--- config.mk ---
export PLATFORM = sky130hd
export DESIGN_NAME = sabc_blend
export DESIGN_NICKNAME = d
export VERILOG_FILES = /design/src/rtl/sabc_pkg.sv /design/src/rtl/sabc_blend.sv
export SDC_FILE = /design/constraint.sdc
export NUM_CORES = 1
export LEC_CHECK = 0
export ABC_AREA = 1
export BUFFER_PORTS_ARGS = -buffer_cell sky130_fd_sc_hd__buf_2
export CAP_MARGIN = 15
export CORE_AREA = 2 2 158 160
export DETAILED_ROUTE_END_ITERATION = 12
export DIE_AREA = 0 0 160 162
export PLACE_DENSITY = 0.69
export SYNTH_ARGS = -nofsm -noshare
export SYNTH_HDL_FRONTEND = slang
export SYNTH_SLANG_ARGS = --single-unit
--- constraint.sdc ---
create_clock -name vclk -period 20.7
set_input_delay 4.14 -clock vclk [all_inputs]
set_output_delay 4.14 -clock vclk [all_outputs]
set_load 0.05 [all_outputs]
--- src/rtl/sabc_pkg.sv ---
package sabc_pkg;

    typedef enum logic [1:0] {
        CMD_WRITE   = 2'd0,
        CMD_READ    = 2'd1,
        CMD_RESTART = 2'd2,
        CMD_BLEND   = 2'd3
    } cmd_e;

    typedef enum logic [2:0] {
        REG_POS_X         = 3'd0,
        REG_POS_Y         = 3'd1,
        REG_SPRITE_WIDTH  = 3'd2,
        REG_SPRITE_HEIGHT = 3'd3,
        REG_SCREEN_WIDTH  = 3'd4,
        REG_SCREEN_HEIGHT = 3'd5
    } reg_idx_e;

    localparam int CFG_IDX_W  = 3;
    localparam int CFG_DATA_W = 10;
    localparam int RGB_W      = 24;

    typedef struct packed {
        cmd_e        command;
        logic [7:0]  x;
        logic [7:0]  y;
        logic [31:0] pixel;
    } in_item_t;

    typedef struct packed {
        logic [RGB_W-1:0] read_data;
        logic             drawn;
        logic [7:0]       draw_x;
        logic [7:0]       draw_y;
        logic             sprite_done;
    } out_item_t;

endpackage

--- src/rtl/sabc_blend.sv ---
module sabc_blend (
    input  logic [31:0]              pixel,
    input  logic [sabc_pkg::RGB_W-1:0] dst,
    output logic [sabc_pkg::RGB_W-1:0] mixed
);
    import sabc_pkg::*;

    logic [7:0] alpha;

    assign alpha = pixel[31:24];

    for (genvar ch = 0; ch < 3; ch++) begin : g_chan
        logic [7:0]         s;
        logic [7:0]         d;
        logic signed [8:0]  diff;
        logic signed [17:0] prod;
        logic signed [17:0] num_s;
        logic [15:0]        num;
        logic [16:0]        quot;

        assign s     = pixel[ch*8 +: 8];
        assign d     = dst[ch*8 +: 8];
        assign diff  = $signed({1'b0, s}) - $signed({1'b0, d});
        assign prod  = $signed({1'b0, alpha}) * diff;
        // a*s + (255-a)*d + 127 == 255*d + a*(s-d) + 127, never negative
        assign num_s = $signed({2'b00, d, 8'h00}) - $signed({10'd0, d}) + prod + 18'sd127;
        assign num   = num_s[15:0];
        // exact divide by 255 for any 16-bit numerator up to 65534
        assign quot  = ({1'b0, num} + 17'(num[15:8]) + 17'd1) >> 8;
        assign mixed[ch*8 +: 8] = quot[7:0];
    end
endmodule

==> impl_metrics.ini <==
[finish]
num_antenna_cells = 0
finish.utilization_pct = 52.8
area_delta_synth_final_pct = 6.13
fin_area_sq_um = 12700
multi_input_area_sq_um = 10100
seq_cells = 0
drive_gt1_share_pct = 7.14
layout.nets = 2266
clock_buffer_count = 0
layout.area.seq_sq_um = 0
fillers = 2518

[floorplan]
core_sq_um = 24100
die_y_microns = 162
start_util_pct = 49.8
die_x_microns = 160
io_pins = 80
rows = 57
die-area_sq_um = 25900

[routing]
dr_total_vias = 10700
firstDrtPassIters = 7
vias_per_cell = 4.97
drc = 0
initialDrtViolationCount = 456
wire_per_inst_microns = 13.6
final_antenna_net_count = 0
routed_wl_microns = 29300

[run]
maxCapViolCount = 0

[yosys]
synth_warnings = 0
synth_cell_types = 38
avgSynthCellArea_sq_um = 6.76
syn_area_sq_um = 12000
yosysMostFrequentCell = nand2_1
syn_nets = 2204
syn-instance-count = 1776
yosysTopAreaCell = fa_1
yosys.area.top_type_share_pct = 28.5
yosysSeqAreaShare_pct = 0
yosys-top-cells-area = fa_1, ha_1, nand2_1
synth_common_cells = nand2_1, inv_1, ha_1

[global_route]
grt_max_degree = 26
grt_pass1_wl_microns = 50600
track_usage_pct = 23.5
grt-ovfl-total = 0
first_global_vias = 11000
antenna_found_initial = 0

[place]
placed_area_sq_um = 12700
place.detailed.hpwl_microns = 25900
port_buffers = 80
place_congestion = 0.904
preCtsSetupSlack_ns = 4.86

[cts]
holdBufCountCts = 0
post_cts_resize_count = 0
cts_setup_buffers = 0

[setup_path]
cp_common_cell = nand2_1
path_max_fanout = 5
critPathSlowestCell = fa_1
crit_required_ns = 16.56
cp.arrival_ns = 11.78
startpoint_type = input pin
cpPeakStageDelay_ns = 0.58
path_class = in -> out
end_kind = output port

[timing]
hold_viol_final = 0
rsz0062_at_grt = false
slew_violations = 0
max_freq_ghz = 0.0628
relSlewSlack_pct = 40.6
finalCritPeriodShare_pct = 76.9
finalSetupTns_ns = 0
min_period_ns = 15.92
setup_viol = 0
fin_ws_ns = 4.78
worst_pin_slew_ns = 0.890

[hold_path]
worst_hold_path_type = in -> out

[outcome]
run_status = finished, final reports clean
-- cells in the final DEF, fill, tap and decap left out, drive strengths merged --
cell / count
nand3b: 4
nor3: 8
a21oi: 46
o21a: 1
nand4: 22
xnor2: 31
o21bai: 7
nor2: 147
a21o: 2
o221ai: 1
or2: 11
a211oi: 1
xor2: 21
buf: 82
and2: 1
ha: 201
clkinv: 4
nand2: 489
a31oi: 2
nand3: 94
fa: 171
a21boi: 2
inv: 471
o21ai: 17
-- worst paths after layout --
path | from | to | slack (ns) | cells past startpoint
worst max-delay path | pixel[8] | mixed[13] | 4.78 | 40
worst min-delay path | pixel[7] | mixed[7] | 9.02 | 8
-- worst max-delay path: cells and delay by family --
kind / cells / cell delay [ns]
adder cells (fa/ha/maj): 9 / 3.83
AND/OR/NAND/NOR: 18 / 1.74
AO/OA/AOI/OAI: 4 / 0.84
buffers and inverters: 8 / 0.77
XOR/XNOR: 1 / 0.43
-- kinds of logic after synthesis --
family | synth area share [%]
AND/OR/NAND/NOR | 26.9
buffers and inverters | 15.6
adder cells (fa/ha/maj) | 49.5
AO/OA/AOI/OAI | 3.68
XOR/XNOR | 4.36
-- routing by layer --
metal	global-route usage (%)	share of wire, %
met1	30.0	44
met2	44.3	50
met3	1.48	4.1
met4	4.10	1.8
met5	0	0
-- cell type report --
cell class                 count  area share, %
multi-input combinational   1279           79.6
inverter                     475           14.0
timing repair buffer          82           3.26
tap                          324           3.18
-- through the flow --
stage	hold slack (ns)	std cells
detailed placement	9.03	2160
CTS	9.03	2160
floorplan	8.92	1776
finish	9.02	2160
global placement	9.02	2160
global route	9.10	2160
Power is left out: the tool's default activity adds up to more than one toggle a clock period on the data nets, which glitch-free logic cannot reach.
